==> src/sv/csf_pkg.sv <==
`timescale 1ns / 1ps
// ----------------------------------------------------------------------------
// csf_pkg
// Shared constants for the changed span finder: register indexes, reset
// values, field widths and default sizes.
// ----------------------------------------------------------------------------
package csf_pkg;

	// field widths
	localparam int CHAR_W     = 8;
	localparam int COLOR_W    = 16;
	localparam int ROW_OUT_W  = 8;
	localparam int LEFT_OUT_W = 8;
	localparam int RIGHT_OUT_W = 9;

	// configuration port
	localparam int CFG_IDX_W  = 4;
	localparam int CFG_DATA_W = 9;
	localparam int SIZE_CFG_W = 9;
	localparam int GAP_W      = 8;

	typedef logic [CFG_IDX_W-1:0] cfg_idx_t;

	localparam cfg_idx_t REG_LINE_WIDTH    = cfg_idx_t'(0);
	localparam cfg_idx_t REG_LINE_COUNT    = cfg_idx_t'(1);
	localparam cfg_idx_t REG_GAP_THRESHOLD = cfg_idx_t'(2);
	localparam cfg_idx_t REG_COLOR_COMPARE = cfg_idx_t'(3);

	// register reset values
	localparam logic [SIZE_CFG_W-1:0] LINE_WIDTH_RST    = SIZE_CFG_W'(80);
	localparam logic [SIZE_CFG_W-1:0] LINE_COUNT_RST    = SIZE_CFG_W'(25);
	localparam logic [GAP_W-1:0]      GAP_THRESHOLD_RST = '0;
	localparam logic                  COLOR_COMPARE_RST = 1'b1;

	// default sizes
	localparam int MAX_COLUMNS_DEF = 256;
	localparam int MAX_ROWS_DEF    = 256;
	localparam int COLOR_BITS_DEF  = 16;

endpackage

==> src/sv/changed_span_finder_core.sv <==
`timescale 1ns / 1ps
// ----------------------------------------------------------------------------
// changed_span_finder_core
// Compares two frames cell by cell in raster order and reports each span
// of changed cells in a row as row, first column and end column.
// ----------------------------------------------------------------------------
//
//  channel | signals                                   | dir
//  --------+-------------------------------------------+-----
//  in      | in_valid, in_stall, char_*, color_*       | in
//  out     | out_valid, out_stall, span_row/left/right | out
//  cfg     | cfg_we, cfg_index, cfg_data               | in
//
//  One cell per clock while the result side is not stalled; a cell waits in the
//  input register and its span, if any, is loaded into the result register as it leaves.
//  The input register frees whenever the result register is empty or taken.
//  Reset clears positions, the open span and the registers to their defaults.
//  A stalled result holds the cell behind it; a third cell waits upstream.
//
module changed_span_finder_core #(
	parameter int MAX_COLUMNS = csf_pkg::MAX_COLUMNS_DEF,
	parameter int MAX_ROWS    = csf_pkg::MAX_ROWS_DEF,
	parameter int COLOR_BITS  = csf_pkg::COLOR_BITS_DEF
) (
	input  logic                               clk,
	input  logic                               arst_n,
	input  logic                               cfg_we,
	input  csf_pkg::cfg_idx_t                  cfg_index,
	input  logic [csf_pkg::CFG_DATA_W-1:0]     cfg_data,
	input  logic                               in_valid,
	output logic                               in_stall,
	input  logic [csf_pkg::CHAR_W-1:0]         char_new,
	input  logic [csf_pkg::CHAR_W-1:0]         char_old,
	input  logic [csf_pkg::COLOR_W-1:0]        color_new,
	input  logic [csf_pkg::COLOR_W-1:0]        color_old,
	output logic                               out_valid,
	input  logic                               out_stall,
	output logic [csf_pkg::ROW_OUT_W-1:0]      span_row,
	output logic [csf_pkg::LEFT_OUT_W-1:0]     span_left,
	output logic [csf_pkg::RIGHT_OUT_W-1:0]    span_right
);

	localparam int COL_W = $clog2(MAX_COLUMNS);
	localparam int ROW_W = (MAX_ROWS > 1) ? $clog2(MAX_ROWS) : 1;
	localparam int W_W   = (csf_pkg::SIZE_CFG_W > COL_W + 1) ? csf_pkg::SIZE_CFG_W : COL_W + 1;
	localparam int H_W   = (csf_pkg::SIZE_CFG_W > ROW_W + 1) ? csf_pkg::SIZE_CFG_W : ROW_W + 1;
	localparam int CMP_W = (COLOR_BITS < csf_pkg::COLOR_W) ? COLOR_BITS : csf_pkg::COLOR_W;
	localparam logic [W_W-1:0] MAX_W = W_W'(MAX_COLUMNS);
	localparam logic [H_W-1:0] MAX_H = H_W'(MAX_ROWS);

	// configuration registers
	logic [csf_pkg::SIZE_CFG_W-1:0] line_width_q;
	logic [csf_pkg::SIZE_CFG_W-1:0] line_count_q;
	logic [csf_pkg::GAP_W-1:0]      gap_threshold_q;
	logic                           color_compare_q;

	always_ff @(posedge clk or negedge arst_n) begin
		if (!arst_n) begin
			line_width_q    <= csf_pkg::LINE_WIDTH_RST;
			line_count_q    <= csf_pkg::LINE_COUNT_RST;
			gap_threshold_q <= csf_pkg::GAP_THRESHOLD_RST;
			color_compare_q <= csf_pkg::COLOR_COMPARE_RST;
		end else if (cfg_we) begin
			case (cfg_index)
				csf_pkg::REG_LINE_WIDTH:    line_width_q    <= cfg_data;
				csf_pkg::REG_LINE_COUNT:    line_count_q    <= cfg_data;
				csf_pkg::REG_GAP_THRESHOLD: gap_threshold_q <= cfg_data[csf_pkg::GAP_W-1:0];
				csf_pkg::REG_COLOR_COMPARE: color_compare_q <= cfg_data[0];
				default: ;
			endcase
		end
	end

	// input register
	logic                        s1_valid_q;
	logic [csf_pkg::CHAR_W-1:0]  char_new_s1, char_old_s1;
	logic [CMP_W-1:0]            color_new_s1, color_old_s1;
	logic                        s1_adv;
	logic                        in_take;

	assign s1_adv   = s1_valid_q && (!out_valid || !out_stall);
	assign in_stall = s1_valid_q && !s1_adv;
	assign in_take  = in_valid && !in_stall;

	always_ff @(posedge clk or negedge arst_n) begin
		if (!arst_n) begin
			s1_valid_q <= 1'b0;
		end else if (in_take) begin
			s1_valid_q <= 1'b1;
		end else if (s1_adv) begin
			s1_valid_q <= 1'b0;
		end
	end

	always_ff @(posedge clk) begin
		if (in_take) begin
			char_new_s1  <= char_new;
			char_old_s1  <= char_old;
			color_new_s1 <= color_new[CMP_W-1:0];
			color_old_s1 <= color_old[CMP_W-1:0];
		end
	end

	// scan state
	logic [COL_W-1:0]         col_q;
	logic [ROW_W-1:0]         row_q;
	logic                     span_open_q;
	logic [COL_W-1:0]         span_start_q;
	logic [COL_W:0]           span_end_q;
	logic [csf_pkg::GAP_W-1:0] gap_left_q;

	logic [W_W-1:0]           eff_w;
	logic [H_W-1:0]           eff_h;
	logic                     changed;
	logic                     gap_close;
	logic                     open_mid;
	logic                     row_end;
	logic                     frame_end;
	logic                     emit;
	logic [COL_W-1:0]         start_nx;
	logic [COL_W:0]           end_nx;
	logic [csf_pkg::GAP_W-1:0] gap_nx;
	logic [COL_W:0]           col_inc;
	logic [ROW_W:0]           row_inc;

	always_comb begin
		eff_w = (line_width_q == '0 || W_W'(line_width_q) > MAX_W) ? MAX_W : W_W'(line_width_q);
		eff_h = (line_count_q == '0 || H_W'(line_count_q) > MAX_H) ? MAX_H : H_W'(line_count_q);

		changed = (char_new_s1 != char_old_s1) ||
			(color_compare_q && (color_new_s1 != color_old_s1));

		gap_close = !changed && span_open_q && (gap_left_q == '0);
		open_mid  = changed || (span_open_q && !gap_close);

		start_nx = (changed && !span_open_q) ? col_q : span_start_q;
		col_inc  = {1'b0, col_q} + 1'b1;
		end_nx   = changed ? col_inc : span_end_q;

		if (changed) begin
			gap_nx = gap_threshold_q;
		end else if (span_open_q && gap_left_q != '0) begin
			gap_nx = gap_left_q - 1'b1;
		end else begin
			gap_nx = gap_left_q;
		end

		row_inc   = {1'b0, row_q} + 1'b1;
		row_end   = W_W'(col_inc) >= eff_w;
		frame_end = H_W'(row_inc) >= eff_h;
		emit      = gap_close || (row_end && open_mid);
	end

	always_ff @(posedge clk or negedge arst_n) begin
		if (!arst_n) begin
			col_q        <= '0;
			row_q        <= '0;
			span_open_q  <= 1'b0;
			span_start_q <= '0;
			span_end_q   <= '0;
			gap_left_q   <= '0;
		end else if (s1_adv) begin
			span_open_q  <= open_mid && !row_end;
			span_start_q <= start_nx;
			span_end_q   <= end_nx;
			gap_left_q   <= gap_nx;
			if (row_end) begin
				col_q <= '0;
				row_q <= frame_end ? '0 : row_inc[ROW_W-1:0];
			end else begin
				col_q <= col_inc[COL_W-1:0];
			end
		end
	end

	// result register
	logic out_valid_q;

	always_ff @(posedge clk or negedge arst_n) begin
		if (!arst_n) begin
			out_valid_q <= 1'b0;
		end else if (s1_adv) begin
			out_valid_q <= emit;
		end else if (!out_stall) begin
			out_valid_q <= 1'b0;
		end
	end

	always_ff @(posedge clk) begin
		if (s1_adv && emit) begin
			span_row   <= csf_pkg::ROW_OUT_W'(row_q);
			span_left  <= csf_pkg::LEFT_OUT_W'(start_nx);
			span_right <= csf_pkg::RIGHT_OUT_W'(end_nx);
		end
	end

	assign out_valid = out_valid_q;

`ifndef ASSERT_OFF
	// an open span always covers at least its first changed cell
	a_span_order: assert property (@(posedge clk) disable iff (!arst_n)
		span_open_q |-> ({1'b0, span_start_q} < span_end_q))
		else $error("open span has end at or before start");

	// the input side only waits on a held cell
	a_stall_cause: assert property (@(posedge clk) disable iff (!arst_n)
		in_stall |-> (s1_valid_q && out_valid_q && out_stall))
		else $error("input stalled without a blocked cell");

	// a new result comes from a cell that sat in the input register
	a_result_src: assert property (@(posedge clk) disable iff (!arst_n)
		$rose(out_valid_q) |-> $past(s1_valid_q))
		else $error("result appeared with no cell behind it");
`endif

endmodule

==> config.mk <==
export PLATFORM = sky130hd
export DESIGN_NAME = changed_span_finder_core
export DESIGN_NICKNAME = d
export VERILOG_FILES = /design/src/sv/csf_pkg.sv /design/src/sv/changed_span_finder_core.sv
export SDC_FILE = /design/constraint.sdc
export NUM_CORES = 1
export LEC_CHECK = 0
export BUFFER_PORTS_ARGS = -buffer_cell sky130_fd_sc_hd__buf_2
export CORE_ASPECT_RATIO = 2
export CORE_MARGIN = 4
export CORE_UTILIZATION = 30
export DETAILED_ROUTE_END_ITERATION = 10
export HOLD_SLACK_MARGIN = 0.06
export PLACE_DENSITY = 0.47
export SKIP_LAST_GASP = 1
export SYNTH_ARGS = -nofsm -noshare
export SYNTH_HDL_FRONTEND = slang
export SYNTH_SLANG_ARGS = --single-unit
==> constraint.sdc <==
create_clock -name clk -period 13.4 [get_ports clk]
set_clock_uncertainty 0.2 [all_clocks]
set_input_delay 2.01 -clock clk [delete_from_list [all_inputs] [get_ports clk]]
set_output_delay 2.01 -clock clk [all_outputs]
set_load 0.005 [all_outputs]
==> results.yml <==
pwr:
  p_leak_nw: 3.380
  clockPowerShare_pct: 33.7
  seqPwrFrac_pct: 42.9
  ir_worst_vdd_mv: 0.1026
  power_frac_comb_pct: 23.4
  switchingPower_mw: 0.4326
  power_density_nw_per_um2: 191.4
  intPower_mw: 1.087
  p_sw_share_pct: 28.47
cts:
  cts_max_level: 4
  clk_latency_ns: 0.42
  root_buffer: "clkbuf_16"
  cts_setup_buffers: 0
  cts_max_path_buffers: 2
  cts.clk_slew.worst_paths_ns: 0.06
  holdBufCountCts: 0
  cts_repair_resize_count: 0
  cts_tree: "built"
  cts_buffers: 17
  cts.sinks: 144
cells_and_area:
  layout-drive-gt1-share_pct: 33.84
  nNetsFinal: 670
  finalInstanceArea_um2: 7941
  antenna_cells: 0
  syn2layout_area_growth_pct: 21.80
floorplan:
  core_um2: 21490
  start_util_pct: 30.34
  die_h_um: 216.5
  io_pins: 93
  rows: 76
  die_w_um: 112.2
  dieArea_um2: 24300
yosys:
  syn_inst: 479
  synth_warnings: 0
  synth_edf_count: 73
  synth_area_leaders: "edfxtp_1 34%, dfrtp_1 25%, mux2_2 9.0%"
  syn_nets: 568
  yosysMostFrequentCell: "edfxtp_1"
  synth_top_area_share_pct: 33.62
  synthArstFlopShare_pct: 49.31
  synthTopCellsByCount: "73 x edfxtp_1, 65 x dfrtp_1, 52 x mux2_2, 35 x nand2_1, 23 x ha_1"
  synth_largest_area_cell: "edfxtp_1"
  syn_avg_cell_area_um2: 13.61
  synth_cell_types: 52
  ys.flop_type: "edfxtp_1"
  synth.ff_latch_count: 144
  synth_seq_area_share_pct: 60.99
  synth_area_um2: 6520
critical_path:
  crit_type: "in2out"
  max_stage_delay_ns: 0.12
  path_cells: "buf_2 -> nand3_1 -> inv_1 -> buf_2"
  worstPathRequired_ns: 11.19
  cp_max_fo: 3
  startpoint: "out_stall"
  reg2reg_from: "col_q[0]$_DFFE_PN0P_"
  arrival_ns: 2.41
  crit_buf_inv: 3
  critPathMostFrequentCell: "buf_2"
  crit_slowest_cell: "nand3_1"
  worstSetupStartpointType: "primary input"
  end_kind: "output pin"
  r2r_setup_slack_ns: 9.06
  crit_family: "buffers and inverters"
worst_hold_path:
  hold_class: "reg2reg"
  min_from: "gap_left_q[6]$_DFFE_PN0P_"
placement:
  dpl-instance-area_um2: 7297
  post-dp-hpwl_mm: 10.31
  gp_congestion: 0.7907
  io_buffers: 92
routing:
  wl_mm: 13.49
  avgRoutedWirePerCell_um: 15.56
  drtIter0Drc: 106
  routed_via_density: 4.615
  drc: 0
  dr.pass1.iters: 4
  vias: 4001
  final_antenna_net_count: 0
timing:
  setup_tns_ns: 0
  max_slew.worst_pin.slew_ns: 1.037
  fin_crit_ns: 4.617
  hold_viol: 0
  rsz0062_at_grt: "false"
  setup_viol: 0
  relSlewSlack_pct: 30.90
  fin_crit_sh_pct: 34.45
  whs_ns: 0.2982
  slew_violations: 0
  fmax_mhz: 216.6
global_routing:
  grt_first_pass_wirelength_mm: 22.20
  grt-ovfl-total: 0
  grt_use_total_pct: 11.76
  grt_start_max_net_pins: 72
  grt_antenna_before_repair: 0
  grt_pass1_vias: 4387
status:
  status: "finished clean"
flow_run:
  max_cap_violations: 0
==> stage by stage <==
stage / setup slack [ns] / utilization, % / std cells / total power, mW
finish: 8.783 / 36.95 / 867 / 1.520
global route: 8.747 / 36.95 / 867 / 1.620
CTS: 8.771 / 36.95 / 867 / 1.547
detailed placement: 8.688 / 33.95 / 835 / 1.028
global placement: 8.777 / 33.95 / 835 / 1.017
floorplan: 8.415 / - / 479 / 0.8953
==> worst reg2reg max path, cell delays in order, from the launching register on <==
cell and delay (ns):
dfrtp_1 0.50, ha_1 0.30, and3_1 0.22, and3_1 0.19
and3_1 0.24, ha_1 0.32, nand2_1 0.08, or3_1 0.46
a21oi_1 0.68, nand3_1 0.29, o311ai_4 0.15, buf_4 0.36
==> per-layer routing <==
metal | global-route usage, % | vias up | share of wire [%]
met3 | 3.213 | 20 | 5.1
li1 | - | 1968 | -
met1 | 11.22 | 1915 | 35
met2 | 22.42 | 98 | 57
met4 | 6.017 | 0 | 2.6
met5 | 0 | - | 0
==> cells in the final DEF (no fill, tap or decap), types with 3 or more instances in the layout <==
cell type and n:
inv_1 11, clkbuf_1 3, bufinv_16 5, dfstp_2 6
a21oi_1 9, clkinvlp_4 3, clkbuf_16 17, dfrtp_1 65
xor2_1 15, o21ai_0 17, mux2_4 8, ha_1 23
nor3_1 7, and3_1 9, nand3_1 15, buf_2 92
nand2b_1 20, xnor2_1 22, or3_1 5, a21o_1 4
nand4_1 6, edfxtp_1 73, buf_4 4, nor2_1 15
nor2b_1 4, a22o_1 3, a221o_1 3, nand2_1 35
nor4_1 7, mux2_2 52
==> sequential cells by signal, indices dropped and copies added, names as in the netlist, 9 cells and up <==
| name | flops |
|---|---|
| color_new_s1 | 16 |
| color_old_s1 | 16 |
| line_count_q | 9 |
| line_width_q | 9 |
| span_end_q | 9 |
| span_right | 9 |
==> path summary, 6_finish.rpt <==
path	endpoint	depth (start not counted)
setup / recovery	in_stall	4
hold / removal	gap_left_q[6]$_DFFE_PN0P_	1
setup reg to reg	span_row[5]$_DFFE_PP_	11
hold reg to reg	gap_left_q[6]$_DFFE_PN0P_	1
max in group asynchronous	gap_left_q[5]$_DFFE_PN0P_	2
min in group asynchronous	row_q[7]$_DFFE_PN0P_	2
==> logic make-up (layout without fill, tap and decap cells) <==
kind of cell / count (synthesis) / count (layout) / synth area share (%)
xor+xnor: 37 / 37 / 4.970
buf+inv: 24 / 139 / 1.765
simple gates: 132 / 132 / 10.63
flops: 144 / 144 / 60.99
mux: 61 / 61 / 10.98
fa+ha+maj: 23 / 23 / 4.414
compound gates: 58 / 58 / 6.256
==> power by group through the flow <==
stage | Combinational, mW | Clock, mW | Sequential (mW)
5_1_grt | 0.405 | 0.549 | 0.666
2_1_floorplan | 0.251 | 0 | 0.644
3_5_place_dp | 0.366 | 0 | 0.662
6_report | 0.356 | 0.513 | 0.651
3_3_place_gp | 0.358 | 0 | 0.659
4_1_cts | 0.367 | 0.526 | 0.653
==> final cells by class <==
type                            count  area (µm²)
Fill cell                        2146       13550
Sequential cell                   144        3976
Multi-Input combinational cell    311        2447
Timing Repair Buffer               96       490.5
Clock buffer                       20       436.7
Tap cell                          273       341.6
Clock inverter                     12       207.7
Inverter                           11       41.29
Power figures use the tool's default switching activity.
